`src/hw/rtl/gec_pkg.sv`:
```
// Golomb encoder package: widths, reset constants and the divisor config type.
// No dependencies.
package gec_pkg;

    localparam int SYMBOL_BITS_DEFAULT = 4;
    localparam int QUEUE_DEPTH_DEFAULT = 2;
    localparam int DIV_W               = 8;
    localparam int B_W                 = 4;
    localparam int CODE_W              = 16;
    localparam int LEN_W               = 5;

    typedef struct packed {
        logic [DIV_W-1:0] m_val;
        logic [B_W-1:0]   b_len;
        logic [DIV_W-1:0] u_off;
    } gec_cfg_t;

    // divisor 4: b = 2, u = 0
    localparam gec_cfg_t CFG_RESET = '{m_val: 8'd4, b_len: 4'd2, u_off: 8'd0};

endpackage

```
`src/hw/rtl/gec_fifo.sv`:
```
// Golomb encoder: small beat queue between front and back.
// Depends on nothing but its parameters.
module gec_fifo #(
    parameter int WIDTH = 4,
    parameter int DEPTH = 2
) (
    input  logic             clk,
    input  logic             rst_n,
    input  logic             push,
    input  logic [WIDTH-1:0] push_data,
    input  logic             pop,
    output logic [WIDTH-1:0] pop_data,
    output logic             empty,
    output logic             full
);

    localparam int PTR_W = (DEPTH > 1) ? $clog2(DEPTH) : 1;
    localparam int CNT_W = $clog2(DEPTH + 1);

    logic [WIDTH-1:0] mem_reg [0:DEPTH-1];
    logic [PTR_W-1:0] wr_ptr_reg, wr_ptr_next;
    logic [PTR_W-1:0] rd_ptr_reg, rd_ptr_next;
    logic [CNT_W-1:0] count_reg, count_next;
    logic             do_push;
    logic             do_pop;

    assign empty    = (count_reg == '0);
    assign full     = (count_reg == CNT_W'(DEPTH));
    assign do_push  = push && !full;
    assign do_pop   = pop && !empty;
    assign pop_data = mem_reg[rd_ptr_reg];

    always_comb
    begin
        wr_ptr_next = wr_ptr_reg;
        rd_ptr_next = rd_ptr_reg;
        count_next  = count_reg;
        if (do_push)
        begin
            wr_ptr_next = (wr_ptr_reg == PTR_W'(DEPTH - 1)) ? '0 : wr_ptr_reg + 1'b1;
        end
        if (do_pop)
        begin
            rd_ptr_next = (rd_ptr_reg == PTR_W'(DEPTH - 1)) ? '0 : rd_ptr_reg + 1'b1;
        end
        if (do_push && !do_pop)
        begin
            count_next = count_reg + 1'b1;
        end
        else if (do_pop && !do_push)
        begin
            count_next = count_reg - 1'b1;
        end
    end

    always_ff @(posedge clk or negedge rst_n)
    begin
        if (!rst_n)
        begin
            wr_ptr_reg <= '0;
            rd_ptr_reg <= '0;
            count_reg  <= '0;
        end
        else
        begin
            wr_ptr_reg <= wr_ptr_next;
            rd_ptr_reg <= rd_ptr_next;
            count_reg  <= count_next;
        end
    end

    always_ff @(posedge clk)
    begin
        if (do_push)
        begin
            mem_reg[wr_ptr_reg] <= push_data;
        end
    end

endmodule

```
`src/hw/rtl/gec_front.sv`:
```
// Golomb encoder front: divisor register with derived b and u, input handshake.
// Depends on gec_pkg.
module gec_front import gec_pkg::*; #(
    parameter int SYMBOL_BITS = SYMBOL_BITS_DEFAULT
) (
    input  logic                   clk,
    input  logic                   rst_n,
    input  logic                   start,
    input  logic [SYMBOL_BITS-1:0] symbol_value,
    input  logic                   cfg_we,
    input  logic [DIV_W-1:0]       cfg_wdata,
    input  logic                   q_full,
    output logic                   busy,
    output logic                   push,
    output logic [SYMBOL_BITS-1:0] push_data,
    output gec_cfg_t               cfg
);

    localparam int DW1 = DIV_W + 1;

    gec_cfg_t         cfg_reg, cfg_next;
    logic [DIV_W-1:0] m_w;
    logic [B_W-1:0]   b_w;

    assign busy      = q_full;
    assign push      = start && !q_full;
    assign push_data = symbol_value;
    assign cfg       = cfg_reg;

    // zero divisor acts as one; b = ceil(log2 m), u = 2^b - m
    always_comb
    begin
        m_w = (cfg_wdata == '0) ? DIV_W'(1) : cfg_wdata;
        b_w = B_W'(DIV_W);
        for (int k = DIV_W; k >= 0; k--)
        begin
            if ((DW1'(1) << k) >= {1'b0, m_w})
            begin
                b_w = B_W'(k);
            end
        end
        cfg_next       = cfg_reg;
        if (cfg_we)
        begin
            cfg_next.m_val = m_w;
            cfg_next.b_len = b_w;
            cfg_next.u_off = DIV_W'((DW1'(1) << b_w) - {1'b0, m_w});
        end
    end

    always_ff @(posedge clk or negedge rst_n)
    begin
        if (!rst_n)
        begin
            cfg_reg <= CFG_RESET;
        end
        else
        begin
            cfg_reg <= cfg_next;
        end
    end

endmodule

```
`src/hw/rtl/gec_back.sv`:
```
// Golomb encoder back: pipelined restoring divider, one quotient bit per stage,
// then codeword assembly into the output register. Depends on gec_pkg.
module gec_back import gec_pkg::*; #(
    parameter int SYMBOL_BITS = SYMBOL_BITS_DEFAULT
) (
    input  logic                   clk,
    input  logic                   rst_n,
    input  logic                   q_empty,
    input  logic [SYMBOL_BITS-1:0] pop_data,
    input  gec_cfg_t               cfg,
    output logic                   pop,
    output logic                   done,
    output logic [CODE_W-1:0]      code_bits,
    output logic [LEN_W-1:0]       code_length
);

    localparam int S   = SYMBOL_BITS;
    localparam int L_W = 10;

    logic             vld_reg [0:S];
    logic [DIV_W-1:0] rem_reg [0:S];
    logic [S-1:0]     quo_reg [0:S];
    logic [S-1:0]     sym_reg [0:S];
    logic [DIV_W:0]   trial   [0:S-1];
    logic             ge      [0:S-1];

    logic              done_reg;
    logic [CODE_W-1:0] code_bits_reg, code_bits_next;
    logic [LEN_W-1:0]  code_length_reg, code_length_next;

    assign pop         = !q_empty;
    assign done        = done_reg;
    assign code_bits   = code_bits_reg;
    assign code_length = code_length_reg;

    always_comb
    begin
        for (int s = 0; s < S; s++)
        begin
            trial[s] = {rem_reg[s], sym_reg[s][S-1-s]};
            ge[s]    = (trial[s] >= {1'b0, cfg.m_val});
        end
    end

    always_ff @(posedge clk or negedge rst_n)
    begin
        if (!rst_n)
        begin
            for (int s = 0; s <= S; s++)
            begin
                vld_reg[s] <= 1'b0;
            end
            done_reg <= 1'b0;
        end
        else
        begin
            vld_reg[0] <= pop;
            for (int s = 0; s < S; s++)
            begin
                vld_reg[s+1] <= vld_reg[s];
            end
            done_reg <= vld_reg[S];
        end
    end

    // stage s sets only quotient bit S-1-s, which is still zero on entry
    always_ff @(posedge clk)
    begin
        rem_reg[0] <= '0;
        quo_reg[0] <= '0;
        sym_reg[0] <= pop_data;
        for (int s = 0; s < S; s++)
        begin
            rem_reg[s+1] <= ge[s] ? DIV_W'(trial[s] - {1'b0, cfg.m_val})
                                  : trial[s][DIV_W-1:0];
            quo_reg[s+1] <= quo_reg[s] | (S'(ge[s]) << (S - 1 - s));
            sym_reg[s+1] <= sym_reg[s];
        end
        code_bits_reg   <= code_bits_next;
        code_length_reg <= code_length_next;
    end

    // unary quotient, a zero, then truncated-binary remainder; keep first 16 bits
    logic             lt;
    logic [B_W-1:0]   n_len;
    logic [DIV_W-1:0] fld;
    logic [L_W-1:0]   q_ext;
    logic [L_W-1:0]   full_len;
    logic [L_W-1:0]   len_c;
    logic [L_W-1:0]   j_pos;
    logic [L_W-1:0]   f_idx;

    always_comb
    begin
        q_ext    = L_W'(quo_reg[S]);
        lt       = (rem_reg[S] < cfg.u_off);
        n_len    = lt ? (cfg.b_len - 1'b1) : cfg.b_len;
        fld      = lt ? rem_reg[S] : DIV_W'(rem_reg[S] + cfg.u_off);
        full_len = q_ext + L_W'(1) + L_W'(n_len);
        len_c    = (full_len > L_W'(CODE_W)) ? L_W'(CODE_W) : full_len;
        code_length_next = LEN_W'(len_c);
        code_bits_next   = '0;
        j_pos            = '0;
        f_idx            = '0;
        for (int p = 0; p < CODE_W; p++)
        begin
            j_pos = len_c - L_W'(1) - L_W'(p);
            f_idx = L_W'(n_len) + q_ext - j_pos;
            if (L_W'(p) < len_c)
            begin
                if (j_pos < q_ext)
                begin
                    code_bits_next[p] = 1'b1;
                end
                else if (j_pos == q_ext)
                begin
                    code_bits_next[p] = 1'b0;
                end
                else
                begin
                    code_bits_next[p] = fld[f_idx[2:0]];
                end
            end
        end
    end

endmodule

```
`src/hw/rtl/golomb_encoder_core.sv`:
```
// Golomb encoder: one beat in per cycle, one codeword beat out per input.
// From the accepting edge to the edge taking the result, a beat passes the queue
// slot, the divider input register, SYMBOL_BITS divider stages, assembly register.
// Throughput one beat per cycle, set by the fully pipelined divider; busy rises
// only if the queue fills. Reset clears the valid bits and queue; divisor resets to 4.
// Depends on gec_pkg, gec_front, gec_fifo, gec_back.
module golomb_encoder_core import gec_pkg::*; #(
    parameter int SYMBOL_BITS = SYMBOL_BITS_DEFAULT,
    parameter int QUEUE_DEPTH = QUEUE_DEPTH_DEFAULT
) (
    input  logic                   clk,
    input  logic                   rst_n,
    input  logic                   start,
    output logic                   busy,
    input  logic [SYMBOL_BITS-1:0] symbol_value,
    input  logic                   cfg_we,
    input  logic [DIV_W-1:0]       cfg_wdata,
    output logic                   done,
    output logic [CODE_W-1:0]      code_bits,
    output logic [LEN_W-1:0]       code_length
);

    gec_cfg_t               cfg;
    logic                   push;
    logic [SYMBOL_BITS-1:0] push_data;
    logic                   pop;
    logic [SYMBOL_BITS-1:0] pop_data;
    logic                   q_empty;
    logic                   q_full;

    gec_front #(
        .SYMBOL_BITS (SYMBOL_BITS)
    ) u_front (
        .clk          (clk),
        .rst_n        (rst_n),
        .start        (start),
        .symbol_value (symbol_value),
        .cfg_we       (cfg_we),
        .cfg_wdata    (cfg_wdata),
        .q_full       (q_full),
        .busy         (busy),
        .push         (push),
        .push_data    (push_data),
        .cfg          (cfg)
    );

    gec_fifo #(
        .WIDTH (SYMBOL_BITS),
        .DEPTH (QUEUE_DEPTH)
    ) u_fifo (
        .clk       (clk),
        .rst_n     (rst_n),
        .push      (push),
        .push_data (push_data),
        .pop       (pop),
        .pop_data  (pop_data),
        .empty     (q_empty),
        .full      (q_full)
    );

    gec_back #(
        .SYMBOL_BITS (SYMBOL_BITS)
    ) u_back (
        .clk         (clk),
        .rst_n       (rst_n),
        .q_empty     (q_empty),
        .pop_data    (pop_data),
        .cfg         (cfg),
        .pop         (pop),
        .done        (done),
        .code_bits   (code_bits),
        .code_length (code_length)
    );

endmodule

```
`config.mk`:
```
export PLATFORM = sky130hd
export DESIGN_NAME = golomb_encoder_core
export DESIGN_NICKNAME = d
export VERILOG_FILES = /design/src/hw/rtl/gec_pkg.sv /design/src/hw/rtl/gec_fifo.sv /design/src/hw/rtl/gec_front.sv /design/src/hw/rtl/gec_back.sv /design/src/hw/rtl/golomb_encoder_core.sv
export SDC_FILE = /design/constraint.sdc
export NUM_CORES = 1
export LEC_CHECK = 0
export BUFFER_PORTS_ARGS = -buffer_cell sky130_fd_sc_hd__buf_4
export CORE_MARGIN = 3
export CORE_UTILIZATION = 52
export CTS_CLUSTER_SIZE = 10
export DETAILED_ROUTE_END_ITERATION = 6
export GPL_TIMING_DRIVEN = 0
export HOLD_SLACK_MARGIN = 0.03
export PLACE_DENSITY = 0.75
export SETUP_SLACK_MARGIN = 0.05
export SLEW_MARGIN = 30
export SYNTH_ARGS = -nofsm -noshare
export SYNTH_HDL_FRONTEND = slang
export SYNTH_SLANG_ARGS = --single-unit
```
`constraint.sdc`:
```
create_clock -name clk -period 7.45 [get_ports clk]
set_input_delay 0.745 -clock clk [delete_from_list [all_inputs] [get_ports clk]]
set_output_delay 0.745 -clock clk [all_outputs]
set_load 0.05 [all_outputs]
```
==> Yosys cells after proc, flatten, opt, wreduce, memory -nomap -nowiden <==
Memory sizes are Yosys's and may differ from the RTL's.
Index checks and enable logic that the tools add are counted.
{ "word_totals": {"wordCells": 259, "input_bits": 16, "ramBits": 88, "latch_bits": 0, "ff_bits": 51, "memories": 4, "romBits": 0} }
{ "classes": {"n_eq_ne": 17, "mux": 86, "n_reduce_logical": 10, "addsub": 46, "n_shift": 1, "n_div": 0, "bitwise": 4, "order_cmp": 62, "mul": 0} }
{ "mem_list": {"columns": ["memory", "words", "width", "rd", "rd_clocked_by_memory_dff", "wr", "line", "source"], "rows": [
  ["u_back.rem_reg", 5, 8, 5, 0, 5, "gec_back.sv:21", "logic [DIV_W-1:0] rem_reg [0:S];"],
  ["u_back.quo_reg", 5, 4, 5, 0, 5, "gec_back.sv:22", "logic [S-1:0] quo_reg [0:S];"],
  ["u_back.sym_reg", 5, 4, 4, 0, 5, "gec_back.sv:23", "logic [S-1:0] sym_reg [0:S];"],
  ["u_fifo.mem_reg", 2, 4, 1, 0, 1, "gec_fifo.sv:20", "logic [WIDTH-1:0] mem_reg [0:DEPTH-1];"]
]} }
{ "ops": {"columns": ["op", "count"], "rows": [
  ["equality test 10 x 4 -> 1 bit", 16],
  ["< comparator 10 x 4 -> 1 bit", 16],
  ["< comparator 4 x 10 -> 1 bit (first input constant)", 8],
  ["subtractor 10 x 4 -> 10 bit (second input constant)", 8],
  ["< comparator 3 x 4 -> 1 bit (second input constant)", 16],
  ["two-way mux 1 bit", 52],
  ["binary-select mux 1 bit (select 3 bit)", 16],
  ["two-way mux 8 bit", 6],
  ["subtractor 3 bit", 16],
  ["< comparator 3 x 10 -> 1 bit (first input constant)", 4],
  ["subtractor 10 x 3 -> 10 bit (second input constant)", 4],
  ["subtractor 8 bit", 5],
  ["greater-or-equal comparator 9 x 8 -> 1 bit", 4],
  ["two-way mux 4 bit", 9],
  ["< comparator 1 x 10 -> 1 bit (first input constant)", 2],
  ["< comparator 2 x 10 -> 1 bit (first input constant)", 2],
  ["subtractor 10 x 1 -> 10 bit (second input constant)", 2],
  ["subtractor 10 x 2 -> 10 bit (second input constant)", 2],
  ["greater-than comparator 10 x 5 -> 1 bit (second input constant)", 1],
  ["two-way mux 10 bit", 1],
  ["adder 8 bit", 1],
  ["greater-or-equal comparator 1 x 8 -> 1 bit (first input constant)", 1],
  ["greater-or-equal comparator 2 x 8 -> 1 bit (first input constant)", 1],
  ["greater-or-equal comparator 3 x 8 -> 1 bit (first input constant)", 1],
  ["25 further kinds", 32]
]} }

==> Depth between registers and ports, before layout <==
Gate-level depths: netlist of the first run.
{ "logic_depth": {"depth_word": 13, "mapped_depth": 28} }

==> Hierarchy <==
From an unflattened synthesis of the first run, not the netlist that was laid out.
{ "unflattened": {"cells_unflattened": 963, "hier_area_um2": 8560.7} }
{ "by_module_without_submodules": {"columns": ["mod", "seq_area_each_um2", "cells_each", "n_inst", "area_per_inst_um2"], "rows": [
  ["gec_back", 1611.5, 772, 1, 6661.4],
  ["gec_front", 503.0, 160, 1, 1417.6],
  ["gec_fifo", 340.3, 31, 1, 481.7]
]} }

==> Worst setup path after synthesis of the first run <==
Ideal clock, no wire load.
{ "synth_timing": {"path_type": "register to register", "from": "register u_front.cfg_reg, in the netlist u_front.cfg[5]", "to": "register u_back.code_bits_reg[6], in the netlist u_back.code_bits[6]", "setup_time_ns": 0.066, "path_stages_with_launch": 25, "path_buffers": 2, "arrival_ns": 5.652, "slack_ns": 1.732, "cell_sequence": "dfrtp_1 inv_1 ha_1 buf_2 o211ai_1 o21ai_1 o21ai_4 xnor2_1 inv_1 ha_1 inv_1 fa_1 a211oi_2 nor2_8 inv_2 nand2_1 ha_1 clkbuf_1 xor2_2 ha_1 xor2_1 xnor2_1 mux4_2 a31o_1 a21oi_2"} }
{ "synth_via": {"elab_chain_len": 12, "elab_cells_between_ends": 18, "cone_classes": "add/sub: 6; order compare: 4; eq/ne: 1; mux: 7"} }
{ "synth_lines": {"columns": ["element", "line", "source"], "rows": [
  ["from (decl)", "gec_front.sv:21", "gec_cfg_t cfg_reg, cfg_next;"],
  ["from (signal assigned)", "gec_front.sv:59", "cfg_reg <= cfg_next;"],
  ["< comparator 8 bit", "gec_back.sv:96", "lt = (rem_reg[S] < cfg.u_off);"],
  ["two-way mux 4 bit", "gec_back.sv:97", "n_len = lt ? (cfg.b_len - 1'b1) : cfg.b_len;"],
  ["adder 5 x 4 -> 6 bit", "gec_back.sv:99", "full_len = q_ext + L_W'(1) + L_W'(n_len);"],
  ["greater-than comparator 10 x 5 -> 1 bit", "gec_back.sv:100", "len_c = (full_len > L_W'(CODE_W)) ? L_W'(CODE_W) : full_len;"],
  ["two-way mux 10 bit", "gec_back.sv:100", null],
  ["subtractor 10 x 1 -> 10 bit", "gec_back.sv:107", "j_pos = len_c - L_W'(1) - L_W'(p);"],
  ["subtractor 10 x 3 -> 10 bit", "gec_back.sv:107", null],
  ["subtractor 3 bit", "gec_back.sv:108", "f_idx = L_W'(n_len) + q_ext - j_pos;"],
  ["binary-select mux 1 bit (select 3 bit)", "gec_back.sv:121", "code_bits_next[p] = fld[f_idx[2:0]];"],
  ["two-way mux 1 bit (not written as such)", "gec_back.sv:121", null],
  ["two-way mux 1 bit", "gec_back.sv:115", "else if (j_pos == q_ext)"],
  ["two-way mux 1 bit", "gec_back.sv:111", "if (j_pos < q_ext)"],
  ["to (signal assigned)", "gec_back.sv:79", "code_bits_reg <= code_bits_next;"],
  ["to (decl)", "gec_back.sv:28", "logic [CODE_W-1:0] code_bits_reg, code_bits_next;"]
]} }
Several ways; a longest one is shown, not always the timed one. The select of a mux whose other input is x is not followed.
A chain may end at the register's enable or synchronous reset.

==> flow_results.org, run 1 <==
** Clock tree
- Post_cts resized :: 0
- The clock reaches the later pin of the worst-skew pair after 0.36 ns.
- The tree is rooted in a sky130_fd_sc_hd__clkbuf_16.
- For this design, the CTS-stage hold fixing added 0 buffers.
- Clock-pin slew was measured on the worst setup and hold paths at 0.09 ns.
- In this run the deepest clock path goes through 2 buffers.
- Number of clock buffers inserted by TritonCTS :: 9
- TritonCTS built the clock tree.
- The clock drives 111 sinks.
- Once the clock tree was built, the setup fixing pass inserted 0 buffers.
- H-tree depth reported by CTS :: 3

** Yosys
- Total of warnings raised by yosys :: 0
- After synthesis, the cell types taking the most area are sky130_fd_sc_hd__dfxtp_1 (17%), sky130_fd_sc_hd__ha_1 (16%), sky130_fd_sc_hd__dfrtp_1 (8.2%).
- The cell count after synthesis came out at 949.
- The number of nets in the synthesized netlist is 1088.
- For this run, the register share of the synthesized area comes to 28.6%.
- EDFF count, synth :: 8
- Dominant synthesized flop cell :: sky130_fd_sc_hd__dfxtp_1
- Each instance of the synthesized netlist takes up on average 9.05 um^2.
- After synthesis the netlist holds a flip-flop and latch count of 111.
- Synthesized cell area :: 8580 um^2
- Distinct cell type count of the synthesized netlist :: 93
- Cell taking the most area after synthesis :: sky130_fd_sc_hd__dfxtp_1
- Of the post-synthesis cell area, the dominant cell type holds 17.0%.
- Counting flops with an async set or reset pin after synthesis yields a share of 27.0%.

** Worst setup path
- Traced cell by cell, the critical path runs through ha_1, a21oi_1, nand2_1, o21ai_4, xnor2_1, inv_1, ha_1, inv_1, fa_1, a211oi_2, nor2_8, inv_2, nand2_1, ha_1, clkbuf_1, xor2_2, ha_1, xor2_1, xnor2_1, mux4_2, a31o_1, a21oi_2.
- In this design, the stage delay of the slowest critical-path cell is 0.60 ns.
- At the worst endpoint, the required time is 7.74 ns.
- Worst Setup SP :: u_back.rem_reg[0][39]$_DFF_P_
- Of all nets on the critical path, the largest fanout is 12.
- Data on the critical path arrives at its endpoint at 7.25 ns.
- STA classifies the critical path endpoint as a flip-flop.
- STA classifies the critical path startpoint as a flip-flop.
- On the critical path, the stage with the largest delay is an instance of sky130_fd_sc_hd__xor2_2.
- WS Path Type :: reg -> reg
- Source of the worst register-to-register timing path :: u_back.rem_reg[0][39]$_DFF_P_
- Cell mode on critical path :: sky130_fd_sc_hd__ha_1

** Floorplanning
- Row count :: 46
- Effective utilization at floorplan :: 53.7%
- Measured along the y axis, the die boundary spans 134 um.
- The floorplan step defined a die boundary enclosing 18100 um^2.
- The floorplan step set the die width to 134 um.
- Core Box Area :: 16000 um^2
- Count of pins on the block boundary :: 39

** Routing
- DRC violation total after the first TritonRoute iteration :: 455
- For this run, the detailed router's first-pass iteration total came to 5.
- Avg Vias per Cell :: 5.69
- DRC :: 0
- Wire length per cell after detailed routing :: 15.7 um
- Post-Route WL :: 19000 um
- For this block, the via count after detailed routing is 6921.
- The detail route stage leaves a number of antenna-violating nets equal to 0.

** Timing
- Final-report hold violation count :: 0
- Setup violations remaining at the end of the flow were counted as 0.
- Peak Freq :: 0.144 GHz
- Tightest Pin Transition :: 0.682 ns
- Count of pins over their slew limit :: 0
- Clock period minus worst slack :: 6.96 ns
- Adding up every negative setup slack in the final design gives 0 ns.
- Unrepaired setup endpoints after global routing :: false
- Worst clock skew :: 0.00963 ns
- Max-slew headroom :: 54.4%
- Period utilization :: 93.5%

** Global routing
- Via count of the first global-routing pass :: 6592
- Overall global routing resource usage :: 21.5%
- Entering global routing, the biggest net connects 31 pins.
- The initial antenna violation count was 0.
- Global-route congestion overflow total :: 0
- The first global-routing pass estimated 31700 um of wire.

** Layout
- Net total in the final layout :: 1135
- Final-layout fill cell count :: 1404
- Antenna Cells :: 0
- Share of final-layout standard cells stronger than drive strength 1 :: 13.2%
- Relative to the synthesized area, the layout overhead comes to 10.2%.
- Flip-flop count of the largest register after layout :: 32

** Status
- The flow ran to the end, and the final reports show no timing, DRC or antenna violations.

** Placed design
- Summed over all nets, the half-perimeter wirelength after detailed placement is 14800 um.
- The congestion estimate from routability-driven global placement came to 0.910.
- Port Buffer Count :: 36

** Hold path
- Hold crit path type :: in -> async

** Run
- Across the run, the number of max-cap violations was 0.
worst paths after layout:
kind / endpoint / slack (ns) / cells after the start
worst max-delay path: u_back.code_bits[6]$_SDFF_PP0_ / 0.49 / 22
worst min-delay path: u_fifo.count_reg[0]$_DFFE_PN0P_ / 0.29 / 1
worst max register to register: u_back.code_bits[6]$_SDFF_PP0_ / 0.49 / 22
worst min register to register: u_back.quo_reg[3][3]$_DFF_P_ / 0.33 / 0
max in group asynchronous: u_front.cfg[9]$_DFFE_PN1P_ / 6.83 / 1
min in group clk: u_back.quo_reg[3][3]$_DFF_P_ / 0.33 / 0
per-stage QoR:
| step | hold slack (ns) | instance area (um^2) | instances | util, % | worst slack (ns) |
|---|---|---|---|---|---|
| floorplan | 0.310 | 8580 | 949 | - | 1.73 |
| finish | 0.294 | 9460 | 1217 | 59.1 | 0.487 |
| global placement | 0.312 | 9130 | 1201 | 57.0 | 0.656 |
| detailed placement | 0.312 | 9130 | 1201 | 57.0 | 0.599 |
| CTS | 0.301 | 9460 | 1217 | 59.1 | 0.524 |
| global route | 0.305 | 9460 | 1217 | 59.1 | 0.0790 |
Yosys cell counts (all sizes together), types with 3 or more instances:
cell / number
ha: 112
inv: 97
dfxtp: 73
nand2: 73
nor2: 67
a21oi: 58
o21ai: 53
xnor2: 34
dfrtp: 28
mux2: 26
a211oi: 24
a21o: 19
nor3: 18
xor2: 17
nand2b: 15
mux2i: 14
nor2b: 14
buf: 11
clkbuf: 11
fa: 11
or2: 10
a31o: 9
o21a: 9
and2: 8
edfxtp: 8
nand4: 8
nor4: 8
a21boi: 7
and3: 7
nand3: 7
o31ai: 7
o211ai: 6
o21bai: 6
a2111oi: 5
a211o: 5
nor3b: 5
a31oi: 4
and3b: 4
or3: 4
a2111o: 3
mux4: 3
nand3b: 3
o22ai: 3
metal layers:
metal  wire length [um]  track usage (%)  part of all wire [%]  up-vias
met2               8770             35.1                    46      188
li1                   -                -                     -     3449
met3               1180             4.02                   6.2       35
met1               8670             28.8                    46     3249
met4                425             6.84                   2.2        0
met5                  0                0                     0        -
critical path, delay by kind of cell, from the launching register on:
kind                       cells  cell delay (ns)
muxes                          1             0.58
xor gates and xnor gates       4             1.42
DFF                            1             0.47
buffers and inverters          4             0.70
and+or+nand+nor                3             0.57
adders and majority gates      5             1.61
AOI/OAI and AO/OA              5             1.52
cell usage in the layout, fill, tap and decap left out, types with 5 or more instances in the layout:
cell type	instances
sky130_fd_sc_hd__ha_1	112
sky130_fd_sc_hd__inv_1	94
sky130_fd_sc_hd__dfxtp_1	73
sky130_fd_sc_hd__nand2_1	71
sky130_fd_sc_hd__nor2_1	65
sky130_fd_sc_hd__a21oi_1	57
sky130_fd_sc_hd__o21ai_0	48
sky130_fd_sc_hd__buf_4	38
sky130_fd_sc_hd__xnor2_1	33
sky130_fd_sc_hd__dfrtp_1	28
sky130_fd_sc_hd__mux2_2	25
sky130_fd_sc_hd__a21o_1	19
sky130_fd_sc_hd__nor3_1	17
sky130_fd_sc_hd__xor2_1	16
sky130_fd_sc_hd__nand2b_1	15
sky130_fd_sc_hd__nor2b_1	14
sky130_fd_sc_hd__a211oi_1	14
sky130_fd_sc_hd__mux2i_1	13
sky130_fd_sc_hd__fa_1	11
sky130_fd_sc_hd__clkbuf_1	10
sky130_fd_sc_hd__o21a_1	9
sky130_fd_sc_hd__a211oi_2	9
sky130_fd_sc_hd__clkbuf_16	9
sky130_fd_sc_hd__nor4_1	8
sky130_fd_sc_hd__nand4_1	8
sky130_fd_sc_hd__edfxtp_1	8
sky130_fd_sc_hd__buf_2	7
sky130_fd_sc_hd__o31ai_1	7
sky130_fd_sc_hd__nand3_1	7
sky130_fd_sc_hd__a31o_1	7
sky130_fd_sc_hd__and2_1	7
sky130_fd_sc_hd__a21boi_0	7
sky130_fd_sc_hd__o211ai_1	6
sky130_fd_sc_hd__or2_2	6
sky130_fd_sc_hd__and3_1	6
sky130_fd_sc_hd__o21bai_1	6
sky130_fd_sc_hd__a211o_1	5
sky130_fd_sc_hd__nor3b_1	5
sky130_fd_sc_hd__a2111oi_0	5
cell families after synthesis:
group,synth area share [%]
compound gates,19.4
mux,5.98
buf+inv,5.60
xor+xnor,6.08
flops,28.6
fa+ha+maj,18.9
simple gates,15.4
cell type report:
class                      instances  area (um^2)  share of cell area (%)
buffer                            22          116                    1.23
clock buffer                       9          225                    2.38
clock inverter                     7          108                    1.14
inverter                          97          364                    3.85
multi-input combinational        719         5650                    59.7
sequential                       111         2450                    26.0
tap                              216          270                    2.86
timing repair buffer              36          270                    2.86
Power of run 1 is not shown: default switching activity piles up to over one toggle a cycle in this logic, so the estimate is an artifact.
==> inputs of run 2 (changes only) <==
- BUFFER_PORTS_ARGS: -buffer_cell sky130_fd_sc_hd__buf_4 -> default
- DONT_BUFFER_PORTS: default -> 1
- PLACE_DENSITY: 0.75 -> 0.73
- SETUP_SLACK_MARGIN: 0.05 -> 0.5
==> flow_results.org, run 2 (synthesis results as in run 1) <==
** Status
- Outcome :: finished, final reports clean

** Clock tree
- Clock root buffer master :: sky130_fd_sc_hd__clkbuf_16
- TritonCTS created 9 clock buffers.
- In this run the number of H-tree levels came out at 3.
- For the worst-skew pair, the clock arrives at the later sink with an insertion delay of 0.37 ns.
- Clock sink total :: 111
- Clock edge transition at the registers on the reported setup and hold paths :: 0.09 ns
- No sink is reached through more buffers than the 2 on the longest clock path.
- Post-CTS setup buffer count :: 0
- CTS tree :: built
- The number of hold buffers added after CTS was 0.

** Timing
- Worst clock skew :: 0.0132 ns
- Setup violations remaining at the end of the flow were counted as 0.
- After layout, the minimum clock period comes to 6.64 ns.
- Setup total negative slack :: 0 ns
- In this run the tightest slew margin relative to its limit is 53.5%.
- Unrepaired setup endpoints after global routing :: false
- Final-report hold violation count :: 0
- Period utilization :: 89.2%
- Static timing analysis puts the maximum clock frequency at 0.151 GHz.
- The number of max-slew violations in the final report came to 0.
- Final WS setup :: 0.808 ns
- Tightest Pin Transition :: 0.696 ns

** Routing
- In the routed layout, each cell is associated on average with a via count of 5.69.
- Dividing the detail-routed wire length by the instance count gives 16.2 um.
- Vias :: 6724
- The count of nets left with antenna violations once routing finished came out at 0.
- Before antenna repair, the detailed router went through 5 iterations.
- For this run, design rule violations remaining after detail routing come to 0.
- The detailed router finished its first iteration with 393 violations.
- Post-Route WL :: 19100 um

** Global routing
- Global-route wire length before repair :: 31800 um
- Initial antenna violation count :: 0
- Global routing finished with a remaining overflow of 0.
- Overall global routing resource usage :: 21.6%
- Entering global routing, the biggest net connects 31 pins.
- Via count of the first global-routing pass :: 6449

** Layout
- The area growth from synthesis to layout is 7.20%.
- For this run, the share of the core covered by cells in the final layout is 57.5%.
- Antenna Cells :: 0
- The final layout contains 1099 nets.
- Highest-count cells in the layout ignoring fill and taps :: sky130_fd_sc_hd__ha_1 (112), sky130_fd_sc_hd__inv_1 (94), sky130_fd_sc_hd__dfxtp_1 (73)
- Share of final-layout standard cells stronger than drive strength 1 :: 10.1%
- The library cell used most frequently in the layout, excluding fill and tap cells, is sky130_fd_sc_hd__ha_1.
- The register with the most flip-flops in the layout has 32 of them.

** Placed design
- At the end of routability-driven placement, the weighted congestion stood at 0.956.
- Detailed placement finished with a half-perimeter wire length of 14800 um.
- Pre-CTS setup slack :: 0.587 ns
- Port buffering added 0 buffers.

** Worst setup path
- WP buf/inv :: 6
- In this design, the largest share of critical-path delay is due to adder cells.
- Endpoint kind of the worst setup timing path :: flip-flop
- WS Path Type :: reg -> reg
- The critical path crosses 24 cells after its start point.
- Crit path max fanout :: 12
- Chain of cells forming the critical path :: inv_1, ha_1, buf_2, o211ai_1, o21ai_1, o21ai_4, xnor2_1, inv_1, ha_1, inv_1, fa_1, a211oi_4, nor2_8, inv_2, nand2b_1, ha_1, clkbuf_1, xor2_4, ha_1, xor2_1, xnor2_2, mux4_2, a2bb2oi_1, a21oi_1
- Cell mode on critical path :: sky130_fd_sc_hd__ha_1
- The largest single stage delay on the critical path is 0.60 ns.
- R2R cell count :: 24
- For the worst setup path, the data required time is 7.74 ns.
- Data on the critical path arrives at its endpoint at 6.94 ns.
- Max stage delay cell, worst path :: sky130_fd_sc_hd__mux4_2
- CP startpoint kind :: flip-flop

** Floorplanning
- Width of the die :: 134 um
- Core Box Area :: 16000 um^2
- Count of pins on the block boundary :: 39
- The initialized floorplan defines 46 standard-cell rows.
- Once the floorplan was initialized, standard cells occupied 53.7% of the core.
- Area of the die :: 18100 um^2
- The die is 134 um tall.

** Run
- Max cap viols :: 0

** Hold path
- The tightest min-delay check is of the in -> async type.
[run 2: worst reg2reg max path, cell delays in order (launching register included)]
cell and delay (ns):
sky130_fd_sc_hd__dfrtp_1 0.36, sky130_fd_sc_hd__inv_1 0.07, sky130_fd_sc_hd__ha_1 0.27, sky130_fd_sc_hd__buf_2 0.18, sky130_fd_sc_hd__o211ai_1 0.12, sky130_fd_sc_hd__o21ai_1 0.35
sky130_fd_sc_hd__o21ai_4 0.22, sky130_fd_sc_hd__xnor2_1 0.27, sky130_fd_sc_hd__inv_1 0.10, sky130_fd_sc_hd__ha_1 0.15, sky130_fd_sc_hd__inv_1 0.06, sky130_fd_sc_hd__fa_1 0.47
sky130_fd_sc_hd__a211oi_4 0.46, sky130_fd_sc_hd__nor2_8 0.12, sky130_fd_sc_hd__inv_2 0.24, sky130_fd_sc_hd__nand2b_1 0.26, sky130_fd_sc_hd__ha_1 0.29, sky130_fd_sc_hd__clkbuf_1 0.30
sky130_fd_sc_hd__xor2_4 0.47, sky130_fd_sc_hd__ha_1 0.38, sky130_fd_sc_hd__xor2_1 0.21, sky130_fd_sc_hd__xnor2_2 0.27, sky130_fd_sc_hd__mux4_2 0.60, sky130_fd_sc_hd__a2bb2oi_1 0.20
sky130_fd_sc_hd__a21oi_1 0.14
[run 2: area by class of cell]
type                       count  area (um^2)
fill                        1459         6800
sequential                   111         2450
clock inverter                 7         96.3
multi-input combinational    719         5680
inverter                      97          364
clock buffer                   9          225
tap                          216          270
buffer                        22          116
[run 2: worst paths after layout]
kind                                         startpoint                               to  slack [ns]
max reg2reg                  u_front.cfg[5]$_DFFE_PN0P_  u_back.code_bits[14]$_SDFF_PP0_        0.81
min in group clk           u_back.quo_reg[3][1]$_DFF_P_     u_back.quo_reg[4][1]$_DFF_P_        0.33
max in group asynchronous                         rst_n      u_front.cfg[14]$_DFFE_PN1P_        7.21
min reg2reg                u_back.quo_reg[3][1]$_DFF_P_     u_back.quo_reg[4][1]$_DFF_P_        0.33
min                                               rst_n  u_fifo.count_reg[0]$_DFFE_PN0P_        0.06
max                          u_front.cfg[5]$_DFFE_PN0P_  u_back.code_bits[14]$_SDFF_PP0_        0.81
[run 2: per-layer routing]
layer	track usage, %	wire, um
met4	5.77	245
met1	30.0	8830
met5	0	0
met3	3.54	1020
met2	35.1	9000
[run 2: timing repair]
action | in CTS | in global routing
endpoints found under the setup margin | 0 | 11
resized for setup | 0 | 3
endpoints found under the hold margin | 0 | 0
[run 2: per-stage QoR]
| step | std cells | hold WS (ns) | instance area, um^2 |
|---|---|---|---|
| 2_1_floorplan | 949 | 0.310 | 8580 |
| 3_3_place_gp | 1165 | 0.310 | 8850 |
| 3_5_place_dp | 1165 | 0.312 | 8850 |
| 4_1_cts | 1181 | 0.0498 | 9180 |
| 5_1_grt | 1181 | 0.0408 | 9200 |
| 6_report | 1181 | 0.0601 | 9200 |
Power of run 2 is left out for the same reason.
